--- config.mk ---
export PLATFORM = sky130hd
export DESIGN_NAME = mic_gain_peak_rms_meter_flat
export DESIGN_NICKNAME = d
export VERILOG_FILES = /design/src/mgprm_pkg.sv /design/src/mgprm_ifs.sv /design/src/mgprm_ctrl.sv /design/src/mgprm_dp.sv /design/src/mic_gain_peak_rms_meter.sv /design/src/flat_wrapper.sv
export SDC_FILE = /design/constraint.sdc
export NUM_CORES = 2
export LEC_CHECK = 0
export BUFFER_PORTS_ARGS = -buffer_cell sky130_fd_sc_hd__clkbuf_2
export CAP_MARGIN = 20
export CORE_ASPECT_RATIO = 0.8
export CORE_MARGIN = 2
export CORE_UTILIZATION = 55
export CTS_CLUSTER_DIAMETER = 30
export DETAILED_ROUTE_END_ITERATION = 6
export GPL_ROUTABILITY_DRIVEN = 0
export PLACE_DENSITY = 0.8
export SYNTH_ARGS = -nofsm -noshare
export SYNTH_HDL_FRONTEND = slang
export SYNTH_SLANG_ARGS = --single-unit
--- constraint.sdc ---
create_clock -name clk -period 7.1 [get_ports clk]
set_input_delay 0.355 -clock clk [delete_from_list [all_inputs] [get_ports clk]]
set_output_delay 0.355 -clock clk [all_outputs]
set_load 0.005 [all_outputs]
--- src/mgprm_pkg.sv ---
`timescale 1ns / 1ps
// ----------------------------------------------------------------------------
// mgprm_pkg
// Shared constants, state encoding and control structs for the microphone
// gain, peak and rms level meter.
// ----------------------------------------------------------------------------
package mgprm_pkg;

	// field widths
	localparam int SLOT_W  = 32;
	localparam int GAIN_W  = 16;
	localparam int PCM_W   = 16;
	localparam int SMP_W   = 18;
	localparam int PROD_W  = 35;
	localparam int SQ_W    = 32;
	localparam int SUM_W   = 47;
	localparam int CNT_W   = 17;
	localparam int MEAN_W  = 32;
	localparam int STEP_W  = 6;

	// arithmetic constants
	localparam int RAW_SHIFT = 14;
	localparam int FRAC_W    = 10;
	localparam int GAIN_RST  = 1024;
	localparam int GAIN_MIN  = 102;
	localparam int GAIN_MAX  = 32768;
	localparam int PCM_POS   = 32767;
	localparam int PCM_NEG   = 32768;
	localparam int BLOCK_MAX = 65536;

	// iteration counts of the shared divide and root steps
	localparam int DIV_STEPS  = SUM_W;
	localparam int SQRT_STEPS = MEAN_W / 2;

	// controller states
	typedef enum logic [7:0] {
		ST_IDLE = 8'b0000_0001,
		ST_MUL  = 8'b0000_0010,
		ST_SAT  = 8'b0000_0100,
		ST_SQR  = 8'b0000_1000,
		ST_ACC  = 8'b0001_0000,
		ST_DIV  = 8'b0010_0000,
		ST_SQRT = 8'b0100_0000,
		ST_DONE = 8'b1000_0000
	} state_t;

	// commands from controller to datapath
	typedef struct packed {
		logic ld_in;
		logic mul;
		logic sat;
		logic sqr;
		logic acc;
		logic div_step;
		logic sqrt_step;
		logic ld_out;
	} cmd_t;

	// status from datapath to controller
	typedef struct packed {
		logic last;
		logic out_free;
	} sts_t;

endpackage

--- src/mgprm_ifs.sv ---
`timescale 1ns / 1ps
// ----------------------------------------------------------------------------
// mgprm channel interfaces
// Valid/ready channels for the sample input, the result output and the
// gain register write port.
// ----------------------------------------------------------------------------

// sample input channel
interface mgprm_in_if import mgprm_pkg::*; ();
	logic                     valid;
	logic                     ready;
	logic signed [SLOT_W-1:0] raw_slot;
	logic                     last_in_block;

	modport source (output valid, raw_slot, last_in_block, input ready);
	modport sink   (input valid, raw_slot, last_in_block, output ready);
endinterface

// result output channel
interface mgprm_out_if import mgprm_pkg::*; ();
	logic                    valid;
	logic                    ready;
	logic signed [PCM_W-1:0] pcm_sample;
	logic                    levels_valid;
	logic        [PCM_W-1:0] peak_level;
	logic        [PCM_W-1:0] rms_level;

	modport source (output valid, pcm_sample, levels_valid, peak_level, rms_level,
		input ready);
	modport sink   (input valid, pcm_sample, levels_valid, peak_level, rms_level,
		output ready);
endinterface

// gain register write channel
interface mgprm_cfg_if import mgprm_pkg::*; ();
	logic              valid;
	logic              ready;
	logic [GAIN_W-1:0] gain_q10;

	modport source (output valid, gain_q10, input ready);
	modport sink   (input valid, gain_q10, output ready);
endinterface

--- src/mgprm_ctrl.sv ---
`timescale 1ns / 1ps
// ----------------------------------------------------------------------------
// mgprm_ctrl
// Sequencer for the level meter: steps one request through multiply,
// saturate, square and accumulate, then runs the divide and root iterations
// on the last sample of a block.
// ----------------------------------------------------------------------------
module mgprm_ctrl import mgprm_pkg::*; (
	input  logic clk,
	input  logic arst_n,
	input  logic in_valid,
	output logic in_ready,
	output cmd_t cmd,
	input  sts_t sts
);

	state_t              state_q, state_d;
	logic   [STEP_W-1:0] step_q, step_d;

	// next state and command decode
	always_comb begin
		state_d  = state_q;
		step_d   = step_q;
		cmd      = '0;
		in_ready = 1'b0;
		case (state_q)
			ST_IDLE: begin
				in_ready = 1'b1;
				if (in_valid) begin
					cmd.ld_in = 1'b1;
					state_d   = ST_MUL;
				end
			end
			ST_MUL: begin
				cmd.mul = 1'b1;
				state_d = ST_SAT;
			end
			ST_SAT: begin
				cmd.sat = 1'b1;
				state_d = ST_SQR;
			end
			ST_SQR: begin
				cmd.sqr = 1'b1;
				state_d = ST_ACC;
			end
			ST_ACC: begin
				cmd.acc = 1'b1;
				step_d  = '0;
				state_d = sts.last ? ST_DIV : ST_DONE;
			end
			ST_DIV: begin
				cmd.div_step = 1'b1;
				if (step_q == STEP_W'(DIV_STEPS - 1)) begin
					step_d  = '0;
					state_d = ST_SQRT;
				end else begin
					step_d = step_q + 1'b1;
				end
			end
			ST_SQRT: begin
				cmd.sqrt_step = 1'b1;
				if (step_q == STEP_W'(SQRT_STEPS - 1)) begin
					step_d  = '0;
					state_d = ST_DONE;
				end else begin
					step_d = step_q + 1'b1;
				end
			end
			ST_DONE: begin
				if (sts.out_free) begin
					cmd.ld_out = 1'b1;
					state_d    = ST_IDLE;
				end
			end
			default: begin
				state_d = ST_IDLE;
				step_d  = '0;
			end
		endcase
	end

	// state registers
	always_ff @(posedge clk or negedge arst_n) begin
		if (!arst_n) begin
			state_q <= ST_IDLE;
			step_q  <= '0;
		end else begin
			state_q <= state_d;
			step_q  <= step_d;
		end
	end

	// a result load always hands control back for the next request
	assert property (@(posedge clk) disable iff (!arst_n)
		cmd.ld_out |=> state_q == ST_IDLE)
		else $error("controller did not return to idle after result load");

	// a plain sample never enters the divide loop
	assert property (@(posedge clk) disable iff (!arst_n)
		(state_q == ST_ACC && !sts.last) |=> state_q == ST_DONE)
		else $error("non-final sample entered the level computation");

	// the root phase always follows a complete divide
	assert property (@(posedge clk) disable iff (!arst_n)
		$rose(state_q == ST_SQRT) |-> $past(step_q) == STEP_W'(DIV_STEPS - 1))
		else $error("root phase started before divide finished");

endmodule

--- src/mgprm_dp.sv ---
`timescale 1ns / 1ps
// ----------------------------------------------------------------------------
// mgprm_dp
// Datapath of the level meter: gain register, gain multiply, truncation and
// saturation, square, block accumulators, a restoring divider for the mean
// and a bit-pair square root, plus the output register.
// ----------------------------------------------------------------------------
module mgprm_dp import mgprm_pkg::*; (
	input  logic                     clk,
	input  logic                     arst_n,
	input  cmd_t                     cmd,
	output sts_t                     sts,
	input  logic                     cfg_we,
	input  logic        [GAIN_W-1:0] cfg_gain,
	input  logic signed [SLOT_W-1:0] raw_slot,
	input  logic                     last_in,
	input  logic                     out_ready,
	output logic                     out_valid,
	output logic signed [PCM_W-1:0]  out_pcm,
	output logic                     out_levels_valid,
	output logic        [PCM_W-1:0]  out_peak,
	output logic        [PCM_W-1:0]  out_rms
);

	logic        [GAIN_W-1:0] gain_q;
	logic        [GAIN_W-1:0] gain_c;
	logic signed [SMP_W-1:0]  s18_q;
	logic        [GAIN_W-1:0] gcl_q;
	logic                     last_q;
	logic signed [PROD_W-1:0] prod_q;
	logic signed [PCM_W-1:0]  pcm_q;
	logic        [PCM_W-1:0]  apcm_q;
	logic        [SQ_W-1:0]   sq_q;
	logic        [SUM_W-1:0]  sum_q;
	logic        [PCM_W-1:0]  peak_q;
	logic        [CNT_W-1:0]  count_q;
	logic        [SUM_W-1:0]  quot_q;
	logic        [CNT_W-1:0]  drem_q;
	logic        [PCM_W-1:0]  root_q;
	logic        [CNT_W-1:0]  srem_q;
	logic                     out_valid_q;

	logic                     prod_neg;
	logic        [PROD_W-1:0] prod_abs;
	logic        [PROD_W-FRAC_W-1:0] mag;
	logic        [PCM_W-1:0]  apcm_c;
	logic                     blk_open;
	logic        [SUM_W-1:0]  sum_nxt;
	logic        [CNT_W:0]    rem_sh;
	logic                     div_ge;
	logic        [CNT_W+1:0]  s_in;
	logic        [CNT_W+1:0]  trial;
	logic                     sqrt_ge;

	// gain register, keeps the written bits
	always_ff @(posedge clk or negedge arst_n) begin
		if (!arst_n) begin
			gain_q <= GAIN_W'(GAIN_RST);
		end else if (cfg_we) begin
			gain_q <= cfg_gain;
		end
	end

	// gain limited to its legal range
	always_comb begin
		if (gain_q < GAIN_W'(GAIN_MIN)) begin
			gain_c = GAIN_W'(GAIN_MIN);
		end else if (gain_q > GAIN_W'(GAIN_MAX)) begin
			gain_c = GAIN_W'(GAIN_MAX);
		end else begin
			gain_c = gain_q;
		end
	end

	// magnitude after dropping the fraction, then saturation
	always_comb begin
		prod_neg = prod_q[PROD_W-1];
		prod_abs = prod_neg ? PROD_W'(-prod_q) : PROD_W'(prod_q);
		mag      = prod_abs[PROD_W-1:FRAC_W];
		if (prod_neg) begin
			apcm_c = (mag > (PROD_W-FRAC_W)'(PCM_NEG)) ? PCM_W'(PCM_NEG) : mag[PCM_W-1:0];
		end else begin
			apcm_c = (mag > (PROD_W-FRAC_W)'(PCM_POS)) ? PCM_W'(PCM_POS) : mag[PCM_W-1:0];
		end
	end

	// block accumulation, closed once the block is full
	always_comb begin
		blk_open = count_q < CNT_W'(BLOCK_MAX);
		sum_nxt  = blk_open ? (sum_q + SUM_W'(sq_q)) : sum_q;
	end

	// restoring divide step and bit-pair root step
	always_comb begin
		rem_sh  = {drem_q, quot_q[SUM_W-1]};
		div_ge  = rem_sh >= {1'b0, count_q};
		s_in    = {srem_q, quot_q[MEAN_W-1:MEAN_W-2]};
		trial   = (CNT_W+2)'({root_q, 2'b01});
		sqrt_ge = s_in >= trial;
	end

	// sample pipeline registers
	always_ff @(posedge clk) begin
		if (cmd.ld_in) begin
			s18_q  <= raw_slot[SLOT_W-1:RAW_SHIFT];
			gcl_q  <= gain_c;
			last_q <= last_in;
		end
		if (cmd.mul) begin
			prod_q <= s18_q * $signed({1'b0, gcl_q});
		end
		if (cmd.sat) begin
			apcm_q <= apcm_c;
			pcm_q  <= prod_neg ? PCM_W'(-apcm_c) : apcm_c;
		end
		if (cmd.sqr) begin
			sq_q <= apcm_q * apcm_q;
		end
	end

	// block accumulators
	always_ff @(posedge clk or negedge arst_n) begin
		if (!arst_n) begin
			sum_q   <= '0;
			peak_q  <= '0;
			count_q <= '0;
		end else if (cmd.acc) begin
			sum_q <= sum_nxt;
			if (blk_open) begin
				if (apcm_q > peak_q) begin
					peak_q <= apcm_q;
				end
				count_q <= count_q + 1'b1;
			end
		end else if (cmd.ld_out && last_q) begin
			sum_q   <= '0;
			peak_q  <= '0;
			count_q <= '0;
		end
	end

	// mean by division, then root of the mean, sharing the quotient shifter
	// (the mean never exceeds the largest square, so it fits the low word)
	always_ff @(posedge clk) begin
		if (cmd.acc) begin
			quot_q <= sum_nxt;
			drem_q <= '0;
			root_q <= '0;
			srem_q <= '0;
		end else if (cmd.div_step) begin
			quot_q <= {quot_q[SUM_W-2:0], div_ge};
			drem_q <= div_ge ? CNT_W'(rem_sh - {1'b0, count_q}) : rem_sh[CNT_W-1:0];
		end else if (cmd.sqrt_step) begin
			quot_q <= {quot_q[SUM_W-3:0], 2'b00};
			root_q <= {root_q[PCM_W-2:0], sqrt_ge};
			srem_q <= sqrt_ge ? CNT_W'(s_in - trial) : CNT_W'(s_in);
		end
	end

	// output register
	always_ff @(posedge clk or negedge arst_n) begin
		if (!arst_n) begin
			out_valid_q <= 1'b0;
		end else if (cmd.ld_out) begin
			out_valid_q <= 1'b1;
		end else if (out_ready) begin
			out_valid_q <= 1'b0;
		end
	end

	always_ff @(posedge clk) begin
		if (cmd.ld_out) begin
			out_pcm          <= pcm_q;
			out_levels_valid <= last_q;
			out_peak         <= last_q ? peak_q : '0;
			out_rms          <= last_q ? root_q : '0;
		end
	end

	assign out_valid    = out_valid_q;
	assign sts.last     = last_q;
	assign sts.out_free = !out_valid_q || out_ready;

	// block counter stays within one block
	assert property (@(posedge clk) disable iff (!arst_n)
		count_q <= CNT_W'(BLOCK_MAX))
		else $error("sample counter passed the block size");

	// rms of a block can never exceed its peak
	assert property (@(posedge clk) disable iff (!arst_n)
		(out_valid_q && out_levels_valid) |-> out_rms <= out_peak)
		else $error("rms level above peak level");

	// levels read as zero on samples that do not close a block
	assert property (@(posedge clk) disable iff (!arst_n)
		(out_valid_q && !out_levels_valid) |-> (out_peak == '0 && out_rms == '0))
		else $error("levels reported on a non-final sample");

	// accumulators are empty right after a block closes
	assert property (@(posedge clk) disable iff (!arst_n)
		(cmd.ld_out && last_q) |=> (count_q == '0 && sum_q == '0 && peak_q == '0))
		else $error("block accumulators not cleared");

endmodule

--- src/mic_gain_peak_rms_meter.sv ---
`timescale 1ns / 1ps
// ----------------------------------------------------------------------------
// mic_gain_peak_rms_meter
// Microphone gain stage with block peak and rms metering.
// ----------------------------------------------------------------------------
// Each request carries one 32-bit I2S slot; the block takes the top 18 bits,
// applies the Q10 gain (clamped to 0.1..32), truncates toward zero and
// saturates to a 16-bit sample, and returns exactly one result per request.
// Requests are handled one at a time: a plain sample passes through
// multiply, saturate, square, accumulate and output load before the next
// acceptance, and the sample marked last also runs the 47-step restoring
// divider for the mean and the 16-step square root, which share one shift
// register, before its output load. A finished result sits in an output
// register, so the next request is taken while it waits. The gain register
// is always ready and should be written only while no request is in flight.
// ----------------------------------------------------------------------------
module mic_gain_peak_rms_meter import mgprm_pkg::*; (
	input  logic        clk,
	input  logic        arst_n,
	mgprm_cfg_if.sink   cfg,
	mgprm_in_if.sink    in_ch,
	mgprm_out_if.source out_ch
);

	cmd_t cmd;
	sts_t sts;

	// gain writes are taken in any cycle
	assign cfg.ready = 1'b1;

	// sequencer
	mgprm_ctrl u_ctrl (
		.clk      (clk),
		.arst_n   (arst_n),
		.in_valid (in_ch.valid),
		.in_ready (in_ch.ready),
		.cmd      (cmd),
		.sts      (sts)
	);

	// arithmetic and output register
	mgprm_dp u_dp (
		.clk              (clk),
		.arst_n           (arst_n),
		.cmd              (cmd),
		.sts              (sts),
		.cfg_we           (cfg.valid),
		.cfg_gain         (cfg.gain_q10),
		.raw_slot         (in_ch.raw_slot),
		.last_in          (in_ch.last_in_block),
		.out_ready        (out_ch.ready),
		.out_valid        (out_ch.valid),
		.out_pcm          (out_ch.pcm_sample),
		.out_levels_valid (out_ch.levels_valid),
		.out_peak         (out_ch.peak_level),
		.out_rms          (out_ch.rms_level)
	);

endmodule
--- src/flat_wrapper.sv ---
// flat-port wrapper written by rule: the top's interface ports become plain ports
module mic_gain_peak_rms_meter_flat import mgprm_pkg::*;
  (clk, arst_n, cfg_valid, cfg_gain_q10, cfg_ready, in_ch_valid, in_ch_raw_slot, in_ch_last_in_block, in_ch_ready, out_ch_valid, out_ch_pcm_sample, out_ch_levels_valid, out_ch_peak_level, out_ch_rms_level, out_ch_ready);
  mgprm_cfg_if cfg_i ();
  mgprm_in_if in_ch_i ();
  mgprm_out_if out_ch_i ();
  input  logic clk;
  input  logic arst_n;
  input wire logic [$bits(cfg_i.valid)-1:0] cfg_valid;
  input wire logic [$bits(cfg_i.gain_q10)-1:0] cfg_gain_q10;
  output wire logic [$bits(cfg_i.ready)-1:0] cfg_ready;
  input wire logic [$bits(in_ch_i.valid)-1:0] in_ch_valid;
  input wire logic [$bits(in_ch_i.raw_slot)-1:0] in_ch_raw_slot;
  input wire logic [$bits(in_ch_i.last_in_block)-1:0] in_ch_last_in_block;
  output wire logic [$bits(in_ch_i.ready)-1:0] in_ch_ready;
  output wire logic [$bits(out_ch_i.valid)-1:0] out_ch_valid;
  output wire logic [$bits(out_ch_i.pcm_sample)-1:0] out_ch_pcm_sample;
  output wire logic [$bits(out_ch_i.levels_valid)-1:0] out_ch_levels_valid;
  output wire logic [$bits(out_ch_i.peak_level)-1:0] out_ch_peak_level;
  output wire logic [$bits(out_ch_i.rms_level)-1:0] out_ch_rms_level;
  input wire logic [$bits(out_ch_i.ready)-1:0] out_ch_ready;
  assign cfg_i.valid = cfg_valid;
  assign cfg_i.gain_q10 = cfg_gain_q10;
  assign cfg_ready = cfg_i.ready;
  assign in_ch_i.valid = in_ch_valid;
  assign in_ch_i.raw_slot = in_ch_raw_slot;
  assign in_ch_i.last_in_block = in_ch_last_in_block;
  assign in_ch_ready = in_ch_i.ready;
  assign out_ch_valid = out_ch_i.valid;
  assign out_ch_pcm_sample = out_ch_i.pcm_sample;
  assign out_ch_levels_valid = out_ch_i.levels_valid;
  assign out_ch_peak_level = out_ch_i.peak_level;
  assign out_ch_rms_level = out_ch_i.rms_level;
  assign out_ch_i.ready = out_ch_ready;
  mic_gain_peak_rms_meter u_core (.clk(clk), .arst_n(arst_n), .cfg(cfg_i), .in_ch(in_ch_i), .out_ch(out_ch_i));
endmodule
==> results by group <==
Route
  • Final Routed Wirelength: 91,000 microns
  • Iter 0 DRT Violations: 2,950
  • Remaining antenna violation count: 0
  • Vias: between 20,000 and 30,000
  • DRC: 0
  • Wire length per cell: between 15 and 20 microns
  • DR pass1 iterations: 6
  • DR vias/cell: 5.65

Timing
  • Post-route setup TNS: 0 ns
  • Final hold violations: 0
  • Highest Clock Rate: about 0.15 GHz
  • Slew @ Worst Pin: 1.08 ns
  • Final setup fails: 0
  • Unrepaired setup endpoints after global routing: no
  • Clock skew: 0.0471 ns
  • Slew Viols, Final: 0
  • Worst rel slew slack: 0.279
  • Minimum clock period: 6.79 ns
  • Period utilization: 0.956

CTS
  • CTS Root Buffer Type: clkbuf_16
  • TritonCTS clock tree: done
  • Worst-path clk slew: approximately 0.050 ns
  • H-Tree Depth: 3
  • CTS Buffer Depth: 3
  • CTS Buf Count: 77
  • Clk_lat worst skew: about 0.67 ns
  • Clock sink count: 389

Logic synthesis
  • Syn. warnings: 0
  • Synth Cell Area: around 0.038 sq mm
  • Post-synthesis cell type count: 92
  • Mapped Cells: 4,030
  • Ys async rst share: 0.285
  • Synth Register Bits: 389
  • Register area share after synthesis: 0.278
  • Main synth FF type: edfxtp_1
  • Post-synth EDFFs: 228
  • Post-Syn Area per Cell: around 9.5 sq um
  • Net count after synthesis: 4,818

Min path
  • Hold path start: out_ch_ready
  • Hold crit path type: input pin to flip-flop
  • Min-Delay Endpoint: u_core.u_dp.out_valid$_DFFE_PN0P_
  • Hold depth: 3

Global routing
  • Pin count of the biggest net entering global routing: 63
  • Total GRT Usage: 0.264
  • First-pass GRT wire length: 152,000 microns
  • Vias in the first global route: ~30,000
  • GRT Residual Overflow: 0
  • Initial antenna violation count: 4

Finish
  • Layout Nets: 4,963
  • Fraction of layout cells with a size suffix above 1: 0.0913
  • Area grow syn2layout: 13.2%
  • Filler cell count: around 5,500

Worst setup path
  • Cell count of the worst reg-to-reg path: 23
  • CP Class: flip-flop to flip-flop
  • WP data required: 7.57 ns
  • Element type at the critical path end: flip-flop
  • Worst r2r src: u_core.u_dp.gcl_q[8]$_SDFFCE_PP0P_
  • Startpoint types: flip-flop
  • FF-to-FF End: u_core.u_dp.prod_q[34]$_DFFE_PP_
  • Critical Path AT: 7.25 ns
  • Critical Path Max Stage Delay: 0.85 ns
  • CP Cell Sequence: nand2_1 > fa_1 > inv_1 > fa_1 > inv_1 > fa_1 > inv_1 > fa_1 > fa_1 > inv_1 > fa_1 > inv_1 > ha_1 > nand2_1 > o211ai_1 > a31oi_1 > o211ai_1 > a22oi_2 > nand2_1 > nand2_1 > o2111ai_1 > a2111o_1 > o211ai_1
  • Worst reg-to-reg setup slack: 0.31 ns
  • Top cell by count, worst path: fa_1
  • Largest fanout on the critical path: 18
  • Slowest library cell on the worst path: edfxtp_1

Die
  • Die ar.: 0.0717 sq mm
  • Core Area: 0.0689 sq mm
  • Initial core utilization: 0.555
  • Ports: about 110
  • Std-Cell Rows: 86
  • Die Y: between 200 and 250 microns
  • DIE WIDTH: 299 microns

Run
  • Max_cap viols: 0

Placed design
  • IO Port Bufs: 90
  • Post-DP HPWL: 66,600 microns

Outcome
  • Status: finished clean
flip-flops by register name, indices dropped and copies added, names as in the netlist, 6 cells and up:
signal and cells:
u_core.u_dp.sq_q 31, u_core.u_dp.s18_q 18, u_core.u_dp.out_rms 16, u_core.u_dp.out_peak 16, u_core.u_dp.peak_q 16, u_core.u_dp.quot_q 47
u_core.u_dp.prod_q 35, u_core.u_ctrl.step_q 6, u_core.u_dp.root_q 16, u_core.u_dp.apcm_q 15, u_core.u_dp.pcm_q 16, u_core.u_dp.gcl_q 16
u_core.u_dp.sum_q 47, u_core.u_ctrl.state_q 8, u_core.u_dp.gain_q 16, u_core.u_dp.count_q 17, u_core.u_dp.drem_q 17, u_core.u_dp.out_pcm 16
u_core.u_dp.srem_q 17
area by class of cell:
class	instances	area, sq um	area share
Multi-Input combinational cell	2775	24400	0.563
Sequential cell	389	10600	0.245
Inverter	714	2690	0.0620
Clock buffer	94	2080	0.0481
Timing Repair Buffer	218	1580	0.0366
Tap cell	924	1160	0.0267
Clock inverter	50	773	0.0179
Antenna cell	1	2.50	0.0000578
worst max-delay path by stage:
stage                                                    from                          endpoint  slack [ns]  depth (start not counted)
final                      u_core.u_dp.gcl_q[8]$_SDFFCE_PP0P_  u_core.u_dp.prod_q[34]$_DFFE_PP_        0.31                         23
after detailed placement  u_core.u_dp.gcl_q[10]$_SDFFCE_PP0P_  u_core.u_dp.prod_q[34]$_DFFE_PP_        0.25                         23
after global placement       u_core.u_dp.apcm_q[12]$_DFFE_PP_    u_core.u_dp.sq_q[31]$_DFFE_PP_        0.40                         22
after CTS                 u_core.u_dp.gcl_q[10]$_SDFFCE_PP0P_  u_core.u_dp.prod_q[34]$_DFFE_PP_        0.22                         23
after floorplan               u_core.u_dp.apcm_q[3]$_DFFE_PP_    u_core.u_dp.sq_q[25]$_DFFE_PP_        0.68                         24
after global routing       u_core.u_dp.gcl_q[7]$_SDFFCE_PP0P_  u_core.u_dp.prod_q[34]$_DFFE_PP_        0.05                         22
what timing repair did:
item | in CTS | in global routing
setup endpoints to repair | 0 | 6
hold endpoints to repair | 85 | 0
gates resized for setup | 0 | 5
hold buffers | 37 | 0
buffers inserted | 0 | 15
layout by cell type, fill, tap and decap left out, drive strengths merged, types with 32 or more instances in the layout:
cell type	Yosys	final
inv	707	717
nand2	502	502
fa	458	458
ha	276	276
nor2	242	242
edfxtp	228	228
clkbuf	127	183
a21oi	154	154
o21ai	144	144
and2	141	141
xnor2	110	110
dfrtp	109	109
buf	25	92
a21o	66	66
nand3	65	65
nor3	56	56
xor2	50	50
dfxtp	50	50
mux2i	47	47
a31oi	46	46
dlygate4sd3	0	37
nand4	34	34
clkinv	7	32
logic make-up (layout without fill, tap and decap cells):
kind of cell             count (synthesis)  after routing  share of synthesized area
AO/OA/AOI/OAI                          632            632                      0.108
XOR/XNOR                               160            160                     0.0367
adder cells (fa/ha/maj)                734            734                      0.330
buffers and inverters                  866           1076                     0.0857
flip-flops                             389            389                      0.278
multiplexers                            65             65                     0.0176
other                                    1              2                  0.0000981
AND/OR/NAND/NOR                       1183           1183                      0.144
layer usage:
layer	GRT usage	share of wire	vias up
li1	-	-	13500
met2	0.405	0.44	1250
met3	0.0573	0.095	177
met1	0.379	0.44	14300
met5	0	0.00030	-
met4	0.0730	0.024	4
critical path, delay by kind of cell (launching register included):
| family | cells | cell delay (ns) |
|---|---|---|
| and+or+nand+nor | 4 | 0.49 |
| buffers and inverters | 5 | 0.25 |
| DFF | 1 | 0.85 |
| AOI/OAI and AO/OA | 7 | 1.52 |
| adders and majority gates | 7 | 3.45 |
synth_stat cells, types with 9 or more instances:
cell,n,area [sq um]
mux2i_1,47,470
nand4_1,34,213
inv_1,706,2650
nor3b_1,9,67.6
dfxtp_1,50,1000
dfrtp_1,109,2730
a31oi_1,46,288
o22ai_1,9,56.3
o21bai_1,15,113
a21o_1,66,495
edfxtp_1,228,6850
buf_1,17,63.8
xor2_1,50,438
o21a_1,24,180
o21ai_0,143,716
nor4_1,15,93.8
a22o_1,19,166
o211ai_1,19,143
nand2b_1,20,125
nor2b_1,23,144
fa_1,458,9170
nor3_1,55,275
nor2_1,241,905
or3_1,12,75.1
a21oi_1,154,771
a211oi_1,27,203
clkbuf_1,127,477
nand3_1,64,320
mux2_2,18,203
and2_1,141,882
and3_1,27,169
xnor2_1,110,963
nand2_1,501,1880
ha_1,276,3450
o31ai_1,16,120
or2_2,9,56.3
metrics by stage:
stage	instances	area [sq um]	setup WS, ns	hold slack (ns)	util
finish	5165	43300	0.313	0.229	0.629
floorplan	4030	38200	0.678	0.0594	-
CTS	5147	43100	0.223	0.182	0.625
global placement	4966	39800	0.398	0.402	0.579
global route	5164	43300	0.0467	0.267	0.629
detailed placement	4966	39800	0.255	0.405	0.579
Power is left out: the tool's default activity adds up to more than one toggle a clock period on the data nets, which glitch-free logic cannot reach.
